### src/ilp_pkg.sv
// ----------------------------------------------------------------------------
// ilp_pkg: shared types for the integer literal parser
// Character classes, the queued item format, radix codes and parser phases.
// ----------------------------------------------------------------------------
`default_nettype none

package ilp_pkg;

	// character classes as seen by the parser back end
	typedef enum logic [2:0] {
		CL_PLUS  = 3'd0,
		CL_MINUS = 3'd1,
		CL_APOS  = 3'd2,
		CL_STOP  = 3'd3,
		CL_DIGIT = 3'd4,
		CL_BAD   = 3'd5
	} char_class_t;

	// one classified character as it travels through the queue
	typedef struct packed {
		char_class_t cls;
		logic [5:0]  digit;   // digit worth 0..35, valid for CL_DIGIT
		logic        is_x;    // lowercase x
		logic        is_b;    // lowercase b
		logic        last;
	} ilp_item_t;

	// radix codes
	typedef enum logic [1:0] {
		RAD_DEC = 2'd0,
		RAD_HEX = 2'd1,
		RAD_OCT = 2'd2,
		RAD_BIN = 2'd3
	} radix_t;

	// parser phases, one-hot
	typedef enum logic [5:0] {
		PH_START      = 6'b000001,
		PH_AFTER_SIGN = 6'b000010,
		PH_ZERO       = 6'b000100,
		PH_BODY       = 6'b001000,
		PH_STOPPED    = 6'b010000,
		PH_FAILED     = 6'b100000
	} phase_t;

	// queue depth between front and back, a power of two
	localparam int unsigned QDEPTH = 4;

endpackage

`default_nettype wire

### src/ilp_front.sv
// ----------------------------------------------------------------------------
// ilp_front: input side of the parser
// Takes character beats and classifies each byte into a queue item.
// ----------------------------------------------------------------------------
`default_nettype none

module ilp_front (
	input  wire logic              in_valid,
	output logic                   in_ready,
	input  wire logic [7:0]        char_code,
	input  wire logic              is_last,
	input  wire logic              q_full,
	output logic                   push,
	output ilp_pkg::ilp_item_t     item
);
	import ilp_pkg::*;

	localparam logic [7:0] CH_PLUS  = 8'h2B;
	localparam logic [7:0] CH_MINUS = 8'h2D;
	localparam logic [7:0] CH_APOS  = 8'h27;
	localparam logic [7:0] CH_COMMA = 8'h2C;
	localparam logic [7:0] CH_SPACE = 8'h20;
	localparam logic [7:0] CH_RBRK  = 8'h5D;
	localparam logic [7:0] CH_RBRC  = 8'h7D;
	localparam logic [7:0] CH_LO_L  = 8'h6C;
	localparam logic [7:0] CH_UP_L  = 8'h4C;
	localparam logic [7:0] CH_LO_U  = 8'h75;
	localparam logic [7:0] CH_UP_U  = 8'h55;
	localparam logic [7:0] CH_LO_X  = 8'h78;
	localparam logic [7:0] CH_LO_B  = 8'h62;
	localparam logic [7:0] CH_0     = 8'h30;
	localparam logic [7:0] CH_9     = 8'h39;
	localparam logic [7:0] CH_LO_A  = 8'h61;
	localparam logic [7:0] CH_LO_Z  = 8'h7A;
	localparam logic [7:0] CH_UP_A  = 8'h41;
	localparam logic [7:0] CH_UP_Z  = 8'h5A;

	logic [7:0] c_dig;
	logic [7:0] c_lo;
	logic [7:0] c_up;

	// beat handshake into the queue
	assign in_ready = !q_full;
	assign push     = in_valid && in_ready;

	// digit offsets for each range
	assign c_dig = char_code - CH_0;
	assign c_lo  = char_code - CH_LO_A + 8'd10;
	assign c_up  = char_code - CH_UP_A + 8'd10;

	// classify the byte, stop and apostrophe ahead of letters
	always_comb begin
		item.digit = '0;
		item.is_x  = (char_code == CH_LO_X);
		item.is_b  = (char_code == CH_LO_B);
		item.last  = is_last;
		priority if (char_code == CH_PLUS) begin
			item.cls = CL_PLUS;
		end else if (char_code == CH_MINUS) begin
			item.cls = CL_MINUS;
		end else if (char_code == CH_APOS) begin
			item.cls = CL_APOS;
		end else if (char_code == CH_COMMA || char_code == CH_SPACE ||
		             char_code == CH_RBRK || char_code == CH_RBRC ||
		             char_code == CH_LO_L || char_code == CH_UP_L ||
		             char_code == CH_LO_U || char_code == CH_UP_U) begin
			item.cls = CL_STOP;
		end else if (char_code >= CH_0 && char_code <= CH_9) begin
			item.cls   = CL_DIGIT;
			item.digit = c_dig[5:0];
		end else if (char_code >= CH_LO_A && char_code <= CH_LO_Z) begin
			item.cls   = CL_DIGIT;
			item.digit = c_lo[5:0];
		end else if (char_code >= CH_UP_A && char_code <= CH_UP_Z) begin
			item.cls   = CL_DIGIT;
			item.digit = c_up[5:0];
		end else begin
			item.cls = CL_BAD;
		end
	end

endmodule

`default_nettype wire

### src/ilp_queue.sv
// ----------------------------------------------------------------------------
// ilp_queue: short item queue between front and back
// Register-based FIFO so that front and back stall independently.
// ----------------------------------------------------------------------------
`default_nettype none

module ilp_queue (
	input  wire logic               clk,
	input  wire logic               arst_n,
	input  wire logic               push,
	input  wire ilp_pkg::ilp_item_t wr_item,
	output logic                    full,
	input  wire logic               pop,
	output logic                    rd_valid,
	output ilp_pkg::ilp_item_t      rd_item
);
	import ilp_pkg::*;

	localparam int unsigned PW = $clog2(QDEPTH);
	localparam int unsigned CW = $clog2(QDEPTH + 1);

	ilp_item_t       mem_q [QDEPTH];
	logic [PW-1:0]   wr_ptr_q;
	logic [PW-1:0]   rd_ptr_q;
	logic [CW-1:0]   cnt_q;

	assign full     = (cnt_q == CW'(QDEPTH));
	assign rd_valid = (cnt_q != '0);
	assign rd_item  = mem_q[rd_ptr_q];

	// storage write
	always_ff @(posedge clk) begin
		if (push) begin
			mem_q[wr_ptr_q] <= wr_item;
		end
	end

	// pointers and fill count, pointers wrap naturally
	always_ff @(posedge clk or negedge arst_n) begin
		if (!arst_n) begin
			wr_ptr_q <= '0;
			rd_ptr_q <= '0;
			cnt_q    <= '0;
		end else begin
			if (push) begin
				wr_ptr_q <= wr_ptr_q + 1'b1;
			end
			if (pop) begin
				rd_ptr_q <= rd_ptr_q + 1'b1;
			end
			unique case ({push, pop})
				2'b10:   cnt_q <= cnt_q + 1'b1;
				2'b01:   cnt_q <= cnt_q - 1'b1;
				default: cnt_q <= cnt_q;
			endcase
		end
	end

	// fill count stays within the depth
	a_cnt_range: assert property (@(posedge clk) disable iff (!arst_n)
		cnt_q <= CW'(QDEPTH))
		else $error("queue count beyond depth");

	// never pop an empty queue
	a_no_underflow: assert property (@(posedge clk) disable iff (!arst_n)
		pop |-> cnt_q != '0)
		else $error("queue popped while empty");

	// never push a full queue
	a_no_overflow: assert property (@(posedge clk) disable iff (!arst_n)
		push |-> !full)
		else $error("queue pushed while full");

endmodule

`default_nettype wire

### src/ilp_back.sv
// ----------------------------------------------------------------------------
// ilp_back: parser state machine and accumulator
// Consumes one item per cycle, a last one only into a free result register.
// ----------------------------------------------------------------------------
`default_nettype none

module ilp_back #(
	parameter int unsigned MAX_CHARS = 255
) (
	input  wire logic               clk,
	input  wire logic               arst_n,
	input  wire logic               q_valid,
	input  wire ilp_pkg::ilp_item_t q_item,
	output logic                    pop,
	output logic                    out_valid,
	input  wire logic               out_ready,
	output logic [63:0]             value,
	output logic [7:0]              consumed,
	output logic                    ok
);
	import ilp_pkg::*;

	localparam int unsigned CW = $clog2(MAX_CHARS + 1);

	phase_t         phase_q, phase_d;
	radix_t         radix_q, radix_d, radix_eff;
	logic [63:0]    acc_q, acc_d, mac;
	logic           neg_q, neg_d;
	logic [CW-1:0]  cnt_q, cnt_d;
	logic           cnt_inc;
	logic           do_body;
	logic [5:0]     base;
	logic           is_zero;
	logic           good;
	logic [CW+7:0]  cnt_ext;
	logic           pop_last;

	logic           out_valid_q;
	logic [63:0]    value_q;
	logic [7:0]     consumed_q;
	logic           ok_q;

	// pop any queued item; a last one only when the output register can take it
	assign pop      = q_valid && (!q_item.last || !out_valid_q || out_ready);
	assign pop_last = pop && q_item.last;
	assign is_zero  = (q_item.cls == CL_DIGIT) && (q_item.digit == '0);

	// radix the body logic works in for the current item
	always_comb begin
		priority if (phase_q == PH_START || phase_q == PH_AFTER_SIGN) begin
			radix_eff = RAD_DEC;
		end else if (phase_q == PH_ZERO) begin
			radix_eff = RAD_OCT;
		end else begin
			radix_eff = radix_q;
		end
	end

	// base of the effective radix
	always_comb begin
		unique case (radix_eff)
			RAD_DEC: base = 6'd10;
			RAD_HEX: base = 6'd16;
			RAD_OCT: base = 6'd8;
			RAD_BIN: base = 6'd2;
			default: base = 6'd10;
		endcase
	end

	// multiply-add by shifts, digit is below the base when used
	always_comb begin
		unique case (radix_eff)
			RAD_DEC: mac = {acc_q[60:0], 3'b000} + {acc_q[62:0], 1'b0} +
			               {58'd0, q_item.digit};
			RAD_HEX: mac = {acc_q[59:0], q_item.digit[3:0]};
			RAD_OCT: mac = {acc_q[60:0], q_item.digit[2:0]};
			RAD_BIN: mac = {acc_q[62:0], q_item.digit[0]};
			default: mac = acc_q;
		endcase
	end

	// next-state logic of the parser
	always_comb begin
		phase_d   = phase_q;
		radix_d   = radix_q;
		acc_d     = acc_q;
		neg_d     = neg_q;
		cnt_inc   = 1'b0;
		do_body   = 1'b0;
		unique case (phase_q)
			PH_START, PH_AFTER_SIGN: begin
				if (phase_q == PH_START &&
				    (q_item.cls == CL_PLUS || q_item.cls == CL_MINUS)) begin
					neg_d   = (q_item.cls == CL_MINUS);
					cnt_inc = 1'b1;
					phase_d = q_item.last ? PH_FAILED : PH_AFTER_SIGN;
				end else if (is_zero && !q_item.last) begin
					cnt_inc = 1'b1;
					phase_d = PH_ZERO;
				end else begin
					radix_d   = RAD_DEC;
					do_body   = 1'b1;
				end
			end
			PH_ZERO: begin
				if ((q_item.is_x || q_item.is_b) && !q_item.last) begin
					radix_d = q_item.is_x ? RAD_HEX : RAD_BIN;
					cnt_inc = 1'b1;
					phase_d = PH_BODY;
				end else begin
					radix_d   = RAD_OCT;
					do_body   = 1'b1;
				end
			end
			PH_BODY: begin
				do_body = 1'b1;
			end
			default: begin
				// stopped or failed: ignore bytes until the last one
			end
		endcase

		// number body in the effective radix
		if (do_body) begin
			unique case (q_item.cls)
				CL_APOS: begin
					cnt_inc = 1'b1;
					phase_d = PH_BODY;
				end
				CL_STOP: begin
					phase_d = PH_STOPPED;
				end
				CL_DIGIT: begin
					if (q_item.digit >= base) begin
						phase_d = PH_FAILED;
					end else begin
						acc_d   = mac;
						cnt_inc = 1'b1;
						phase_d = PH_BODY;
					end
				end
				default: begin
					phase_d = PH_FAILED;
				end
			endcase
		end

		// saturating character count
		cnt_d = (cnt_inc && cnt_q < CW'(MAX_CHARS)) ? cnt_q + 1'b1 : cnt_q;
	end

	assign good    = (phase_d != PH_FAILED) && (cnt_d != '0);
	assign cnt_ext = {8'd0, cnt_d};

	// parser state, back to start after each last beat
	always_ff @(posedge clk or negedge arst_n) begin
		if (!arst_n) begin
			phase_q <= PH_START;
			radix_q <= RAD_DEC;
			acc_q   <= '0;
			neg_q   <= 1'b0;
			cnt_q   <= '0;
		end else if (pop_last) begin
			phase_q <= PH_START;
			radix_q <= RAD_DEC;
			acc_q   <= '0;
			neg_q   <= 1'b0;
			cnt_q   <= '0;
		end else if (pop) begin
			phase_q <= phase_d;
			radix_q <= radix_d;
			acc_q   <= acc_d;
			neg_q   <= neg_d;
			cnt_q   <= cnt_d;
		end
	end

	// result beat valid
	always_ff @(posedge clk or negedge arst_n) begin
		if (!arst_n) begin
			out_valid_q <= 1'b0;
		end else if (pop_last) begin
			out_valid_q <= 1'b1;
		end else if (out_ready) begin
			out_valid_q <= 1'b0;
		end
	end

	// result beat payload
	always_ff @(posedge clk) begin
		if (pop_last) begin
			ok_q <= good;
			if (good) begin
				value_q    <= neg_d ? (64'd0 - acc_d) : acc_d;
				consumed_q <= (cnt_ext > (CW + 8)'(255)) ? 8'hFF : cnt_ext[7:0];
			end else begin
				value_q    <= '0;
				consumed_q <= '0;
			end
		end
	end

	assign out_valid = out_valid_q;
	assign value     = value_q;
	assign consumed  = consumed_q;
	assign ok        = ok_q;

	// a last beat leaves the parser at the start of a fresh literal
	a_reset_after_last: assert property (@(posedge clk) disable iff (!arst_n)
		pop_last |=> phase_q == PH_START && acc_q == '0 && cnt_q == '0 && !neg_q)
		else $error("parser state not cleared after last beat");

	// a failed result carries zero value and count
	a_fail_zero: assert property (@(posedge clk) disable iff (!arst_n)
		out_valid_q && !ok_q |-> value_q == '0 && consumed_q == '0)
		else $error("failed result with nonzero payload");

	// a good result always consumed something
	a_ok_count: assert property (@(posedge clk) disable iff (!arst_n)
		out_valid_q && ok_q |-> consumed_q != '0)
		else $error("good result with zero count");

	// after a stop or failure the accumulator holds
	a_acc_hold: assert property (@(posedge clk) disable iff (!arst_n)
		pop && !q_item.last && (phase_q == PH_STOPPED || phase_q == PH_FAILED)
		|=> $stable(acc_q))
		else $error("accumulator moved after stop or failure");

endmodule

`default_nettype wire

### src/integer_literal_parser_core.sv
// ----------------------------------------------------------------------------
// integer_literal_parser_core: streaming integer literal parser
// One character per beat in; one value/count/ok beat out per literal.
// ----------------------------------------------------------------------------
// throughput: one character per cycle while the queue has room and no last
//   character waits on a busy output register; the shift-add accumulator in
//   the back end is combinational; result path: the last character is written
//   into the queue, then popped by the back end into the output register that
//   drives the result beat; earlier items or a busy output register can stall it
// reset: asynchronous, clears the queue, parser state and result valid;
//   no clearing pass, items are taken right after reset
`default_nettype none

module integer_literal_parser_core #(
	parameter int unsigned MAX_CHARS = 255
) (
	input  wire logic        clk,
	input  wire logic        arst_n,
	input  wire logic        in_valid,
	output logic             in_ready,
	input  wire logic [7:0]  char_code,
	input  wire logic        is_last,
	output logic             out_valid,
	input  wire logic        out_ready,
	output logic [63:0]      value,
	output logic [7:0]       consumed,
	output logic             ok
);
	import ilp_pkg::*;

	ilp_item_t f_item;
	ilp_item_t q_item;
	logic      push;
	logic      q_full;
	logic      q_valid;
	logic      pop;

	// classify incoming characters
	ilp_front u_front (
		.in_valid  (in_valid),
		.in_ready  (in_ready),
		.char_code (char_code),
		.is_last   (is_last),
		.q_full    (q_full),
		.push      (push),
		.item      (f_item)
	);

	// decoupling queue
	ilp_queue u_queue (
		.clk      (clk),
		.arst_n   (arst_n),
		.push     (push),
		.wr_item  (f_item),
		.full     (q_full),
		.pop      (pop),
		.rd_valid (q_valid),
		.rd_item  (q_item)
	);

	// parse and accumulate
	ilp_back #(
		.MAX_CHARS (MAX_CHARS)
	) u_back (
		.clk       (clk),
		.arst_n    (arst_n),
		.q_valid   (q_valid),
		.q_item    (q_item),
		.pop       (pop),
		.out_valid (out_valid),
		.out_ready (out_ready),
		.value     (value),
		.consumed  (consumed),
		.ok        (ok)
	);

endmodule

`default_nettype wire
### config.mk
export PLATFORM = sky130hd
export DESIGN_NAME = integer_literal_parser_core
export DESIGN_NICKNAME = d
export VERILOG_FILES = /design/src/ilp_pkg.sv /design/src/ilp_front.sv /design/src/ilp_queue.sv /design/src/ilp_back.sv /design/src/integer_literal_parser_core.sv
export SDC_FILE = /design/constraint.sdc
export NUM_CORES = 1
export LEC_CHECK = 0
export ABC_AREA = 1
export BUFFER_PORTS_ARGS = -buffer_cell sky130_fd_sc_hd__buf_4
export CAP_MARGIN = 20
export CORE_UTILIZATION = 59
export DETAILED_ROUTE_END_ITERATION = 12
export PLACE_DENSITY = 0.77
export SYNTH_ARGS = -nofsm -noshare
export SYNTH_HDL_FRONTEND = slang
export SYNTH_HIERARCHICAL = 1
export SYNTH_SLANG_ARGS = --single-unit
### constraint.sdc
create_clock -name clk -period 6 [get_ports clk]
set_clock_uncertainty 0.1 [all_clocks]
set_input_delay 0.3 -clock clk [delete_from_list [all_inputs] [get_ports clk]]
set_output_delay 0.3 -clock clk [all_outputs]
set_load 0.1 [all_outputs]
==> metrics.csv <==
metric,value,unit
pwr-share-comb,67.3,%
die_height,188.9,um
antenna_found_initial,0,
worst_pin_slew,1075,ps
first_pass_iters,6,
dp_slack,767.0,ps
cts_root_buffer,clkbuf_16,
hold_viol,0,
cp-end-kind,flop,
setup_violations,0,
hold_class,input pin to async pin,
clk_pin_slew,60,ps
nNetsFinal,3457,
start_util,59.80,%
initialDrtViolationCount,2175,
cts_buffers,25,
dieArea,35680,um^2
fin_crit,5421,ps
syn_area,20610,um^2
wl_met2,32730,um
rows,68,
areaGrowthSynthToFinish,8.525,%
port-buffer-count,87,
grt_max_degree,68,
worst_slack,578.8,ps
wl_per_cell,18.36,um
power_switching,0.007248,W
routed_wl,69190,um
start_kind,flop,
cp_slowest_cell,dfstp_2,
ctsResizeCount,0,
wl_met3,4702,um
tritoncts,built,
gp_congestion,1.033,
fmax,184.5,MHz
final_cell_count_no_fill,3769,
clockPowerShare,12.5,%
grtUsageTotal,38.73,%
p_sw_share,58.54,%
internal_power,0.005133,W
ioPinCount,88,
outcome,"finished, final reports clean",
maxCapViolCount,0,
rsz0062_at_grt,no,
arrival,5680,ps
vias,21814,
n_antenna_cell,0,
syn_nets,3408,
tns,0,ps
worst_ep_required_time,6250,ps
final_cell_area,22360,um^2
critPathKind,flop to flop,
p_per_area,553.6,nW/um^2
holdBufCountCts,3,
p_seq_share,20.2,%
period_share,90.35,%
placedCellCount,3721,
cp_max_fo,34,
postSynthCellCount,3247,
clock_path_buffers,3,
avgSynthCellArea,6.346,um^2
ant_nets,0,
hpwl,53410,um
ys.warnings.count,6,
rr_startpoint,u_back/phase_q[0],
relSlewSlack,28.35,%
dpl_cell_area,21510,um^2
dieWidth,188.9,um
cts_setup_buffers,0,
coreArea,34460,um^2
setup.worst_path.start,u_back/phase_q[0],
vias_per_cell,5.788,
drv_slew,0,
ys_ff_latch,210,
grt_pass1_vias,20635,
grt_pass1_wl,108100,um
clock_sinks,210,
r2r_setup_slack,580,ps
overflow,0,
route.detailed.drc,0,
slowest_delay,540,ps
h-tree-depth,1,
dr.max_layer_used,met4,
cp_common_cell,nand2_1,
met1_length,26480,um
vdd_drop_max,620.1,uV
drive_above_1_share,7.966,%
synthDistinctLibCells,61,
leakagePower,12.26,nW
clock_latency,540,ps
p_total,0.01238,W
yosysSeqAreaShare,28.45,%
==> routing by layer <==
layer / GRT usage (%) / vias to the layer above
li1: - / 10520
met4: 26.21 / 0
met1: 45.29 / 10012
met3: 4.912 / 271
met2: 66.40 / 1011
met5: 0 / -
==> layout make-up <==
class / instances / area, um^2
Fill cell: 3205 / 12100
Tap cell: 455 / 569.3
Inverter: 564 / 2120
Clock buffer: 34 / 689.4
Clock inverter: 11 / 136.4
Sequential cell: 210 / 5862
Multi-Input combinational cell: 2382 / 12130
Timing Repair Buffer: 113 / 855.8
==> worst paths after layout <==
check,end,cells past startpoint
max,u_back/value[38],28
min,u_back/acc_q[53],2
max reg2reg,u_back/value[38],28
min reg2reg,u_back/neg_q,2
max in group asynchronous,u_back/acc_q[17],3
min in group clk,u_queue/mem_q[2][3],3
==> Yosys cell counts (all sizes together) <==
master   count  share of area (%)
o21bai       4               0.15
and2         2              0.061
nand3b       7               0.26
o21a         1              0.036
nand3      200                5.0
fa           5               0.49
nor2       359                7.3
and3         3              0.091
or2          6               0.18
a22o         1              0.043
o211ai      34                1.3
clkbuf      37               0.67
o2111ai      1              0.043
o311ai       1              0.043
nor4         2              0.091
a211oi       2              0.073
xnor2        3               0.13
nor3b        2              0.073
dfrtp       88                 11
o21ai       88                2.2
nand4       37                1.1
a22oi        2              0.073
xor2        21               0.89
nor3        23               0.61
a21boi       3               0.11
a31oi        9               0.27
buf         54                1.8
a221oi       2              0.085
ha         143                8.7
a21oi      172                4.4
inv        559                 10
clkinv       5              0.091
edfxtp     121                 18
o221ai      32                1.4
nand2     1142                 21
o31ai        3               0.11
o22ai       72                2.2
dfstp        1               0.13
==> worst max-delay path: cells and delay by family (launching register included) <==
family,cells,cell delay [ps]
AND/OR/NAND/NOR,15,1610
buffers and inverters,6,850
adder cells (fa/ha/maj),2,550
AO/OA/AOI/OAI,4,1080
flip-flops,1,540
XOR/XNOR,1,480
==> power by group through the flow <==
stage	Combinational, W	Clock [W]	Sequential, W
after floorplan	0.00445	0	0.00428
after global routing	0.00899	0.00161	0.00254
after detailed placement	0.00814	0	0.00252
after CTS	0.00819	0.00156	0.00249
final	0.00833	0.00155	0.00250
after global placement	0.00802	0	0.00251
==> logic make-up (layout without fill, tap and decap cells) <==
group | count (synthesis) | in the layout | synth area share [%]
fa+ha+maj | 148 | 148 | 9.169
flops | 210 | 210 | 28.45
simple gates | 1783 | 1783 | 36.16
xor+xnor | 24 | 24 | 1.020
buf+inv | 655 | 722 | 12.72
compound gates | 427 | 427 | 12.48
==> placed cells by master (no fill, tap or decap), drive strengths merged, types with 3 or more instances in the layout <==
| cell | netlist | layout |
|---|---|---|
| nand3 | 200 | 200 |
| a21oi | 172 | 172 |
| edfxtp | 121 | 121 |
| a31oi | 9 | 9 |
| nand4 | 37 | 37 |
| ha | 143 | 143 |
| o31ai | 3 | 3 |
| clkbuf | 37 | 34 |
| a21boi | 3 | 3 |
| o211ai | 34 | 34 |
| buf | 54 | 110 |
| o21ai | 88 | 88 |
| and3 | 3 | 3 |
| nand3b | 7 | 7 |
| fa | 5 | 5 |
| dfrtp | 88 | 88 |
| xor2 | 21 | 21 |
| xnor2 | 3 | 3 |
| dlygate4sd3 | 0 | 3 |
| nor3 | 23 | 23 |
| clkinv | 5 | 11 |
| or2 | 6 | 6 |
| o22ai | 72 | 72 |
| inv | 559 | 560 |
| nand2 | 1142 | 1142 |
| bufinv | 0 | 3 |
| o221ai | 32 | 32 |
| nor2 | 359 | 359 |
| o21bai | 4 | 4 |
==> flip-flops by register name, summed over array words and instances, names as in the netlist, 3 cells and up <==
name and count:
u_back/acc_q 64, u_back/phase_q 6, u_back/cnt_q 8, u_queue/cnt_q 3, u_back/value 64, u_back/consumed 8
u_queue/mem_q 48
==> metrics by stage <==
stage | hold slack, ps | utilization [%]
final | 126.0 | 64.90
after global routing | 158.0 | 64.90
after CTS | 125.2 | 64.90
after detailed placement | 135.8 | 62.41
after global placement | 130.7 | 62.41
after floorplan | -95.59 | -
Power figures use the tool's default switching activity.
